**src/rtl/lcf_pkg.sv**
```systemverilog
// Package for the CRC-32C link framer: command item type, register and
// mode codes, CRC constants and the one-byte CRC-32C update.
// No dependencies.
package lcf_pkg;

    // Configuration port
    localparam int CFG_ADDR_W = 4;
    localparam int CFG_DATA_W = 32;

    typedef enum logic [1:0] {
        REG_SYNC_FIRST  = 2'd0,
        REG_SYNC_SECOND = 2'd1,
        REG_MAX_PAYLOAD = 2'd2
    } reg_idx_t;

    localparam logic [7:0]  SYNC_RESET        = 8'd0;
    localparam logic [15:0] MAX_PAYLOAD_RESET = 16'd4096;

    // Input item modes
    localparam logic MODE_START = 1'b0;
    localparam logic MODE_DATA  = 1'b1;

    // Command queue depth between front and back
    localparam int QUEUE_DEPTH = 4;

    // CRC-32C, reflected
    localparam logic [31:0] CRC_POLY = 32'h82F6_3B78;
    localparam logic [31:0] CRC_INIT = 32'hFFFF_FFFF;

    // Header command: 8 header bytes then 4 header CRC bytes
    localparam logic [3:0] HDR_LAST_BYTE  = 4'd7;
    localparam logic [3:0] HDR_CRC_END    = 4'd11;
    localparam logic [3:0] HDR_EMPTY_END  = 4'd15;
    localparam logic [3:0] DATA_CRC_END   = 4'd4;

    typedef enum logic [1:0] {
        CMD_REJECT = 2'd0,
        CMD_HEADER = 2'd1,
        CMD_DATA   = 2'd2
    } cmd_kind_t;

    // One classified item; flag is "empty payload" for a header,
    // "last payload byte" for data
    typedef struct packed {
        cmd_kind_t   kind;
        logic [15:0] dest;
        logic [15:0] src;
        logic [15:0] len;
        logic [7:0]  data;
        logic        flag;
    } cmd_t;

    // Queue head as seen by the back end
    typedef struct packed {
        logic valid;
        cmd_t cmd;
    } q_head_t;

    function automatic logic [31:0] crc32c_byte(input logic [31:0] crc_in,
                                                input logic [7:0]  b);
        logic [31:0] c;
        c = crc_in ^ {24'd0, b};
        for (int i = 0; i < 8; i++)
        begin
            if (c[0])
                c = (c >> 1) ^ CRC_POLY;
            else
                c = c >> 1;
        end
        return c;
    endfunction

endpackage

```
**src/rtl/lcf_front.sv**
```systemverilog
// Front end of the framer: accepts input items, tracks frame state and
// classifies each item that is not dropped into a command for the back end.
// Depends on lcf_pkg.
module lcf_front (
    input  logic              clk,
    input  logic              rst_n,
    input  logic              in_valid,
    input  logic              in_ready,
    input  logic              mode,
    input  logic [15:0]       dest_addr,
    input  logic [15:0]       src_addr,
    input  logic [15:0]       payload_len,
    input  logic [7:0]        data_byte,
    input  logic [15:0]       max_payload,
    output logic              push,
    output lcf_pkg::cmd_t     push_cmd
);
    import lcf_pkg::*;

    logic        open_reg, open_next;
    logic        drop_reg, drop_next;
    logic [15:0] left_reg, left_next;
    logic [15:0] left_dec;
    logic        accept;

    assign accept   = in_valid && in_ready;
    assign left_dec = (left_reg != 16'd0) ? left_reg - 16'd1 : left_reg;

    // Classification and next frame state
    always_comb
    begin
        open_next     = open_reg;
        drop_next     = drop_reg;
        left_next     = left_reg;
        push          = 1'b0;
        push_cmd      = '0;
        push_cmd.dest = dest_addr;
        push_cmd.src  = src_addr;
        push_cmd.len  = payload_len;
        push_cmd.data = data_byte;
        if (accept)
        begin
            if (mode == MODE_START)
            begin
                push      = 1'b1;
                left_next = payload_len;
                if (payload_len > max_payload)
                begin
                    push_cmd.kind = CMD_REJECT;
                    open_next     = 1'b0;
                    drop_next     = 1'b1;
                end
                else
                begin
                    push_cmd.kind = CMD_HEADER;
                    push_cmd.flag = (payload_len == 16'd0);
                    open_next     = (payload_len != 16'd0);
                    drop_next     = 1'b0;
                end
            end
            else if (drop_reg)
            begin
                left_next = left_dec;
                drop_next = (left_dec != 16'd0);
            end
            else if (open_reg)
            begin
                push          = 1'b1;
                push_cmd.kind = CMD_DATA;
                push_cmd.flag = (left_dec == 16'd0);
                left_next     = left_dec;
                open_next     = (left_dec != 16'd0);
            end
        end
    end

    // Frame state registers
    always_ff @(posedge clk or negedge rst_n)
    begin
        if (!rst_n)
        begin
            open_reg <= 1'b0;
            drop_reg <= 1'b0;
            left_reg <= 16'd0;
        end
        else
        begin
            open_reg <= open_next;
            drop_reg <= drop_next;
            left_reg <= left_next;
        end
    end

endmodule

```
**src/rtl/lcf_cmd_fifo.sv**
```systemverilog
// Short command queue between the framer's front and back ends.
// Depends on lcf_pkg.
module lcf_cmd_fifo #(
    parameter int Depth = lcf_pkg::QUEUE_DEPTH
) (
    input  logic              clk,
    input  logic              rst_n,
    input  logic              push,
    input  lcf_pkg::cmd_t     push_cmd,
    input  logic              pop,
    output logic              full,
    output lcf_pkg::q_head_t  head
);
    import lcf_pkg::*;

    localparam int IdxW = (Depth > 1) ? $clog2(Depth) : 1;
    localparam int CntW = $clog2(Depth + 1);
    localparam logic [IdxW-1:0] LastIdx = IdxW'(Depth - 1);

    cmd_t            slot_reg [Depth];
    logic [IdxW-1:0] wr_ptr_reg, wr_ptr_next;
    logic [IdxW-1:0] rd_ptr_reg, rd_ptr_next;
    logic [CntW-1:0] count_reg, count_next;
    logic            do_push, do_pop;

    assign full       = (count_reg == CntW'(Depth));
    assign head.valid = (count_reg != '0);
    assign head.cmd   = slot_reg[rd_ptr_reg];
    assign do_push    = push && !full;
    assign do_pop     = pop && head.valid;

    // Pointer and count update
    always_comb
    begin
        wr_ptr_next = wr_ptr_reg;
        rd_ptr_next = rd_ptr_reg;
        count_next  = count_reg;
        if (do_push)
            wr_ptr_next = (wr_ptr_reg == LastIdx) ? '0 : wr_ptr_reg + 1'b1;
        if (do_pop)
            rd_ptr_next = (rd_ptr_reg == LastIdx) ? '0 : rd_ptr_reg + 1'b1;
        if (do_push && !do_pop)
            count_next = count_reg + 1'b1;
        else if (do_pop && !do_push)
            count_next = count_reg - 1'b1;
    end

    always_ff @(posedge clk or negedge rst_n)
    begin
        if (!rst_n)
        begin
            wr_ptr_reg <= '0;
            rd_ptr_reg <= '0;
            count_reg  <= '0;
        end
        else
        begin
            wr_ptr_reg <= wr_ptr_next;
            rd_ptr_reg <= rd_ptr_next;
            count_reg  <= count_next;
        end
    end

    // Slot storage
    always_ff @(posedge clk)
    begin
        if (do_push)
            slot_reg[wr_ptr_reg] <= push_cmd;
    end

endmodule

```
**src/rtl/lcf_back.sv**
```systemverilog
// Back end of the framer: walks each queued command byte by byte,
// runs the CRC-32C and drives the registered output channel.
// Depends on lcf_pkg.
module lcf_back (
    input  logic              clk,
    input  logic              rst_n,
    input  lcf_pkg::q_head_t  head,
    output logic              pop,
    input  logic [7:0]        sync_first,
    input  logic [7:0]        sync_second,
    output logic              out_valid,
    input  logic              out_ready,
    output logic [7:0]        out_byte,
    output logic              frame_end,
    output logic              rejected
);
    import lcf_pkg::*;

    logic        out_valid_reg;
    logic [7:0]  out_byte_reg, byte_next;
    logic        frame_end_reg, end_next;
    logic        rejected_reg, rej_next;
    logic [3:0]  step_reg, step_next;
    logic [31:0] crc_reg, crc_next;
    logic [31:0] crc_out;
    logic [7:0]  hdr_byte, crc_byte_sel;
    logic [1:0]  crc_idx;
    logic        last_step;
    logic        load, fire;

    assign load = !out_valid_reg || out_ready;
    assign fire = load && head.valid;
    assign pop  = fire && last_step;

    assign crc_out = ~crc_reg;
    assign crc_idx = (head.cmd.kind == CMD_DATA) ? step_reg[1:0] - 2'd1 : step_reg[1:0];

    // Header byte for the current step
    always_comb
    begin
        unique case (step_reg[2:0])
            3'd0:    hdr_byte = sync_first;
            3'd1:    hdr_byte = sync_second;
            3'd2:    hdr_byte = head.cmd.dest[15:8];
            3'd3:    hdr_byte = head.cmd.dest[7:0];
            3'd4:    hdr_byte = head.cmd.src[15:8];
            3'd5:    hdr_byte = head.cmd.src[7:0];
            3'd6:    hdr_byte = head.cmd.len[15:8];
            default: hdr_byte = head.cmd.len[7:0];
        endcase
    end

    // Big-endian CRC byte select
    always_comb
    begin
        unique case (crc_idx)
            2'd0:    crc_byte_sel = crc_out[31:24];
            2'd1:    crc_byte_sel = crc_out[23:16];
            2'd2:    crc_byte_sel = crc_out[15:8];
            default: crc_byte_sel = crc_out[7:0];
        endcase
    end

    // Byte sequencing per command kind
    always_comb
    begin
        byte_next = 8'd0;
        end_next  = 1'b0;
        rej_next  = 1'b0;
        crc_next  = crc_reg;
        last_step = 1'b1;
        unique case (head.cmd.kind)
            CMD_REJECT:
            begin
                end_next = 1'b1;
                rej_next = 1'b1;
            end
            CMD_HEADER:
            begin
                if (step_reg <= HDR_LAST_BYTE)
                begin
                    byte_next = hdr_byte;
                    crc_next  = crc32c_byte((step_reg == 4'd0) ? CRC_INIT : crc_reg,
                                            hdr_byte);
                end
                else
                begin
                    byte_next = crc_byte_sel;
                    // body CRC starts fresh after the header CRC
                    if (step_reg == HDR_CRC_END)
                        crc_next = CRC_INIT;
                end
                last_step = head.cmd.flag ? (step_reg == HDR_EMPTY_END)
                                          : (step_reg == HDR_CRC_END);
                end_next  = head.cmd.flag && (step_reg == HDR_EMPTY_END);
            end
            CMD_DATA:
            begin
                if (step_reg == 4'd0)
                begin
                    byte_next = head.cmd.data;
                    crc_next  = crc32c_byte(crc_reg, head.cmd.data);
                end
                else
                begin
                    byte_next = crc_byte_sel;
                end
                last_step = head.cmd.flag ? (step_reg == DATA_CRC_END)
                                          : (step_reg == 4'd0);
                end_next  = head.cmd.flag && (step_reg == DATA_CRC_END);
            end
            default:
            begin
                last_step = 1'b1;
            end
        endcase
    end

    assign step_next = last_step ? 4'd0 : step_reg + 4'd1;

    // Sequencer state and CRC register
    always_ff @(posedge clk or negedge rst_n)
    begin
        if (!rst_n)
        begin
            step_reg      <= 4'd0;
            crc_reg       <= CRC_INIT;
            out_valid_reg <= 1'b0;
        end
        else
        begin
            if (fire)
            begin
                step_reg      <= step_next;
                crc_reg       <= crc_next;
                out_valid_reg <= 1'b1;
            end
            else if (out_ready)
            begin
                out_valid_reg <= 1'b0;
            end
        end
    end

    // Output payload register
    always_ff @(posedge clk)
    begin
        if (fire)
        begin
            out_byte_reg  <= byte_next;
            frame_end_reg <= end_next;
            rejected_reg  <= rej_next;
        end
    end

    assign out_valid = out_valid_reg;
    assign out_byte  = out_byte_reg;
    assign frame_end = frame_end_reg;
    assign rejected  = rejected_reg;

endmodule

```
**src/rtl/link_frame_crc32c_framer.sv**
```systemverilog
// Top level of the CRC-32C link framer: configuration registers and the
// front end, command queue and back end. Depends on lcf_pkg, lcf_front,
// lcf_cmd_fifo and lcf_back.
//
//   Channel   Direction  Handshake            Payload
//   in        sink       in_valid/in_ready    mode, dest_addr, src_addr, payload_len, data_byte
//   out       source     out_valid/out_ready  out_byte, frame_end, rejected
//   cfg       APB slave  psel/penable/pready  paddr, pwdata, prdata
//
// The back end sends one byte per cycle while the output is not stalled and a
// command is queued: a payload item gives one byte, or five when it closes
// the frame; a start item gives 12 bytes (16 for an empty payload, 1 for a
// rejection). Input items that give no bytes take no queue slot. The front end
// accepts one item a cycle while the command queue has room, so it runs ahead
// of a stalled output. Reset clears frame state and the queue; there is no clearing pass.
module link_frame_crc32c_framer #(
    parameter int QueueDepth = lcf_pkg::QUEUE_DEPTH
) (
    input  logic                           clk,
    input  logic                           rst_n,
    // input items
    input  logic                           in_valid,
    output logic                           in_ready,
    input  logic                           mode,
    input  logic [15:0]                    dest_addr,
    input  logic [15:0]                    src_addr,
    input  logic [15:0]                    payload_len,
    input  logic [7:0]                     data_byte,
    // result items
    output logic                           out_valid,
    input  logic                           out_ready,
    output logic [7:0]                     out_byte,
    output logic                           frame_end,
    output logic                           rejected,
    // configuration
    input  logic                           psel,
    input  logic                           penable,
    input  logic                           pwrite,
    input  logic [lcf_pkg::CFG_ADDR_W-1:0] paddr,
    input  logic [lcf_pkg::CFG_DATA_W-1:0] pwdata,
    output logic [lcf_pkg::CFG_DATA_W-1:0] prdata,
    output logic                           pready
);
    import lcf_pkg::*;

    logic [7:0]  sync_first_reg;
    logic [7:0]  sync_second_reg;
    logic [15:0] max_payload_reg;
    logic        cfg_write;
    reg_idx_t    reg_idx;
    logic        queue_full;
    logic        push;
    cmd_t        push_cmd;
    logic        pop;
    q_head_t     head;

    assign pready    = 1'b1;
    assign cfg_write = psel && penable && pwrite;
    assign reg_idx   = reg_idx_t'(paddr[3:2]);

    // Configuration registers
    always_ff @(posedge clk or negedge rst_n)
    begin
        if (!rst_n)
        begin
            sync_first_reg  <= SYNC_RESET;
            sync_second_reg <= SYNC_RESET;
            max_payload_reg <= MAX_PAYLOAD_RESET;
        end
        else if (cfg_write)
        begin
            unique case (reg_idx)
                REG_SYNC_FIRST:  sync_first_reg  <= pwdata[7:0];
                REG_SYNC_SECOND: sync_second_reg <= pwdata[7:0];
                REG_MAX_PAYLOAD: max_payload_reg <= pwdata[15:0];
                default:         ;
            endcase
        end
    end

    // Register read-back
    always_comb
    begin
        unique case (reg_idx)
            REG_SYNC_FIRST:  prdata = {24'd0, sync_first_reg};
            REG_SYNC_SECOND: prdata = {24'd0, sync_second_reg};
            REG_MAX_PAYLOAD: prdata = {16'd0, max_payload_reg};
            default:         prdata = '0;
        endcase
    end

    assign in_ready = !queue_full;

    lcf_front u_front (
        .clk         (clk),
        .rst_n       (rst_n),
        .in_valid    (in_valid),
        .in_ready    (in_ready),
        .mode        (mode),
        .dest_addr   (dest_addr),
        .src_addr    (src_addr),
        .payload_len (payload_len),
        .data_byte   (data_byte),
        .max_payload (max_payload_reg),
        .push        (push),
        .push_cmd    (push_cmd)
    );

    lcf_cmd_fifo #(
        .Depth (QueueDepth)
    ) u_queue (
        .clk      (clk),
        .rst_n    (rst_n),
        .push     (push),
        .push_cmd (push_cmd),
        .pop      (pop),
        .full     (queue_full),
        .head     (head)
    );

    lcf_back u_back (
        .clk         (clk),
        .rst_n       (rst_n),
        .head        (head),
        .pop         (pop),
        .sync_first  (sync_first_reg),
        .sync_second (sync_second_reg),
        .out_valid   (out_valid),
        .out_ready   (out_ready),
        .out_byte    (out_byte),
        .frame_end   (frame_end),
        .rejected    (rejected)
    );

endmodule

```
**config.mk**
```make
export PLATFORM = sky130hd
export DESIGN_NAME = link_frame_crc32c_framer
export DESIGN_NICKNAME = d
export VERILOG_FILES = /design/src/rtl/lcf_pkg.sv /design/src/rtl/lcf_front.sv /design/src/rtl/lcf_cmd_fifo.sv /design/src/rtl/lcf_back.sv /design/src/rtl/link_frame_crc32c_framer.sv
export SDC_FILE = /design/constraint.sdc
export NUM_CORES = 1
export LEC_CHECK = 0
export BUFFER_PORTS_ARGS = -buffer_cell sky130_fd_sc_hd__buf_4
export CAP_MARGIN = 30
export CORE_MARGIN = 2
export CORE_UTILIZATION = 50
export DETAILED_ROUTE_END_ITERATION = 12
export GPL_ROUTABILITY_DRIVEN = 0
export GPL_TIMING_DRIVEN = 1
export PLACE_DENSITY_LB_ADDON = 0.25
export SLEW_MARGIN = 0
export SYNTH_ARGS = -nofsm -noshare
export SYNTH_HDL_FRONTEND = slang
export SYNTH_SLANG_ARGS = --single-unit
```
**constraint.sdc**
```tcl
create_clock -name clk -period 11.1 [get_ports clk]
set_clock_uncertainty 0.1 [all_clocks]
set_input_delay 2.22 -clock clk [delete_from_list [all_inputs] [get_ports clk]]
set_output_delay 2.22 -clock clk [all_outputs]
set_load 0.05 [all_outputs]
```
==> results.tsv <==
metric	value	unit
CTS tree	built	
RSZ-0062 raised after global routing	no	
total number of vias	11000	
Final Critical Period	5.84	ns
clk sinks	340	
count of cell types in the netlist	79	
crit-path cells	buf_4, nor2b_1, buf_6, nand2_1, o21ai_0, buf_4	
cell with the most instances on the worst path	buf_4	
Setup WS post-layout	5.26	ns
synth-to-layout area growth	14.6	%
most frequent cells in the layout	edfxtp_1 (246), buf_4 (128), xnor2_1 (100)	
share of cells above drive strength 1	22.9	%
Worst EP required	8.78	ns
EDFF count, synth	246	
max FFs per register	236	
endpoints failing hold	0	
Tcrit/Tclk final	52.6	%
Crit. End Element	output port	
Async SR Flop Fraction	27.6	%
startpoint types	input pin	
Final Max Slew Viols	0	
Post-Place Cell Area	0.0185	mm2
status	completed	
num rows	68	
total core area	0.0343	mm2
Setup TNS	0	ns
Netlist Area Pre-Place	0.0173	mm2
iteration-0 DRC count of the detailed router	1081	
CTS Hold Buffers Added	0	
DR vias/cell	5.88	
Synth Register Bits	340	
Worst-Skew Late Latency	0.53	ns
Fmax achieved	171	MHz
syn_area_per_cell	13.6	um2
ys flop type	edfxtp_1	
ANT cells	0	
Worst Hold Slack	0.378	ns
Initial Util	50.4	%
nets	1522	
Routed WL	42.2	mm
endpoints failing setup	0	
drc violations	0	
first-pass GRT wire length	65.4	mm
gr ovfl total	0	
die height	190	um
HP Class	flip-flop to flip-flop	
MaxCap Viol Count	0	
Die Width	190	um
clock-pin transition on the worst setup and hold timing paths	0.06	ns
Mapped Cells	1272	
CP max stage delay	0.47	ns
WL/cell	22.5	um
TritonCTS Buffers	38	
DP HPWL	28.3	mm
setup bufs post-CTS	0	
vias in the first global route	11000	
Syn. warnings	0	
Worst-Margin Slew	0.949	ns
CP Data Arrival Time	3.52	ns
io pins	145	
post-synthesis sequential area ratio	56.6	%
post-CTS resize count	0	
largest net degree at the start of global routing	67	
pre-CTS WS	5.30	ns
clk buf depth	3	
Max FO, Critical Path	12	
kind of critical path	input pin to output port	
H-tree depth	2	
initial antenna violation count	0	
most common cell after layout, fill and taps aside	edfxtp_1	
Routed Antenna Nets	0	
post-route cell area	0.0198	mm2
Root Driver	clkbuf_16	
Total GRT Usage	23.9	%
worst rel slew slack	36.4	%
slowest CP cell	nor2b_1	
Die Area	0.0361	mm2
IO Port Bufs	109	
Pre-antenna DRT Iters	5	
worst max-delay path: cells and delay by family:
family                 cells  cell delay [ns]
buffers and inverters      3             0.66
AOI/OAI and AO/OA          1             0.11
and+or+nand+nor            2             0.53
final timing paths:
path	from	end	slack (ns)	cells after the start
setup / recovery	paddr[3]	prdata[3]	5.26	6
hold / removal	u_back.crc_reg[19]	u_back.crc_reg[19]	0.38	2
setup reg to reg	u_queue.rd_ptr_reg[0]	u_back.crc_reg[4]	5.88	10
hold reg to reg	u_back.crc_reg[19]	u_back.crc_reg[19]	0.38	2
max in group asynchronous	rst_n	u_queue.rd_ptr_reg[1]	8.01	2
min in group asynchronous	rst_n	u_back.crc_reg[9]	1.81	1
kinds of logic (layout without fill, tap and decap cells):
kind of cell	Yosys count	count (layout)	share of synthesized area (%)
xor+xnor	165	165	10.7
compound gates	238	238	9.10
buf+inv	109	239	3.30
other cells	2	17	0.0435
mux	123	123	10.5
simple gates	261	261	7.22
fa+ha+maj	34	34	2.51
flops	340	340	56.6
stage by stage:
stage	std cells	utilization [%]
after floorplan	1287	-
after detailed placement	1801	54.0
final	1872	57.7
after global placement	1798	53.9
after global routing	1872	57.7
after CTS	1870	57.6
per-layer routing:
metal	vias up	track usage [%]	part of all wire, %
li1	4988	-	-
met1	5541	34.0	43
met2	425	38.3	48
met3	60	4.37	7.9
met4	0	6.17	2.0
met5	-	0	0
cells in the mapped netlist, drive strengths merged (5+ instances only):
master  number  area share, %
nor2        66            1.4
a31oi        5           0.18
ha          33            2.4
a22o         5           0.25
nand2       89            1.9
a21oi       36            1.0
inv         36           0.78
nand4        7           0.25
a21o        22           0.96
buf         39            1.8
xnor2      117            6.8
edfxtp     246             43
o22ai       37            1.3
a221oi      20            1.0
nand3       20           0.58
a22oi       11           0.48
nor3        12           0.35
nand3b       7           0.30
nor4        10           0.36
and2        11           0.40
mux2i       58            3.4
clkbuf      33           0.72
dfrtp       61            8.8
nand2b       6           0.22
dfstp       33            5.0
mux4        45            5.9
mux2        20            1.3
xor2        31            1.6
o21ai       65            1.9
and3         5           0.18
nor2b        9           0.33
xnor3       13            1.7
area by class of cell:
cell class                 count  area (um2)
clock inverter                16         243
clock buffer                  53        1020
tap                          455         569
multi-input combinational    838        7010
timing repair buffer         133        1030
fill                        2762       14500
sequential                   340        9790
inverter                      37         139
Power is not shown: default switching activity piles up to over one toggle a cycle in this logic, so the estimate is an artifact.
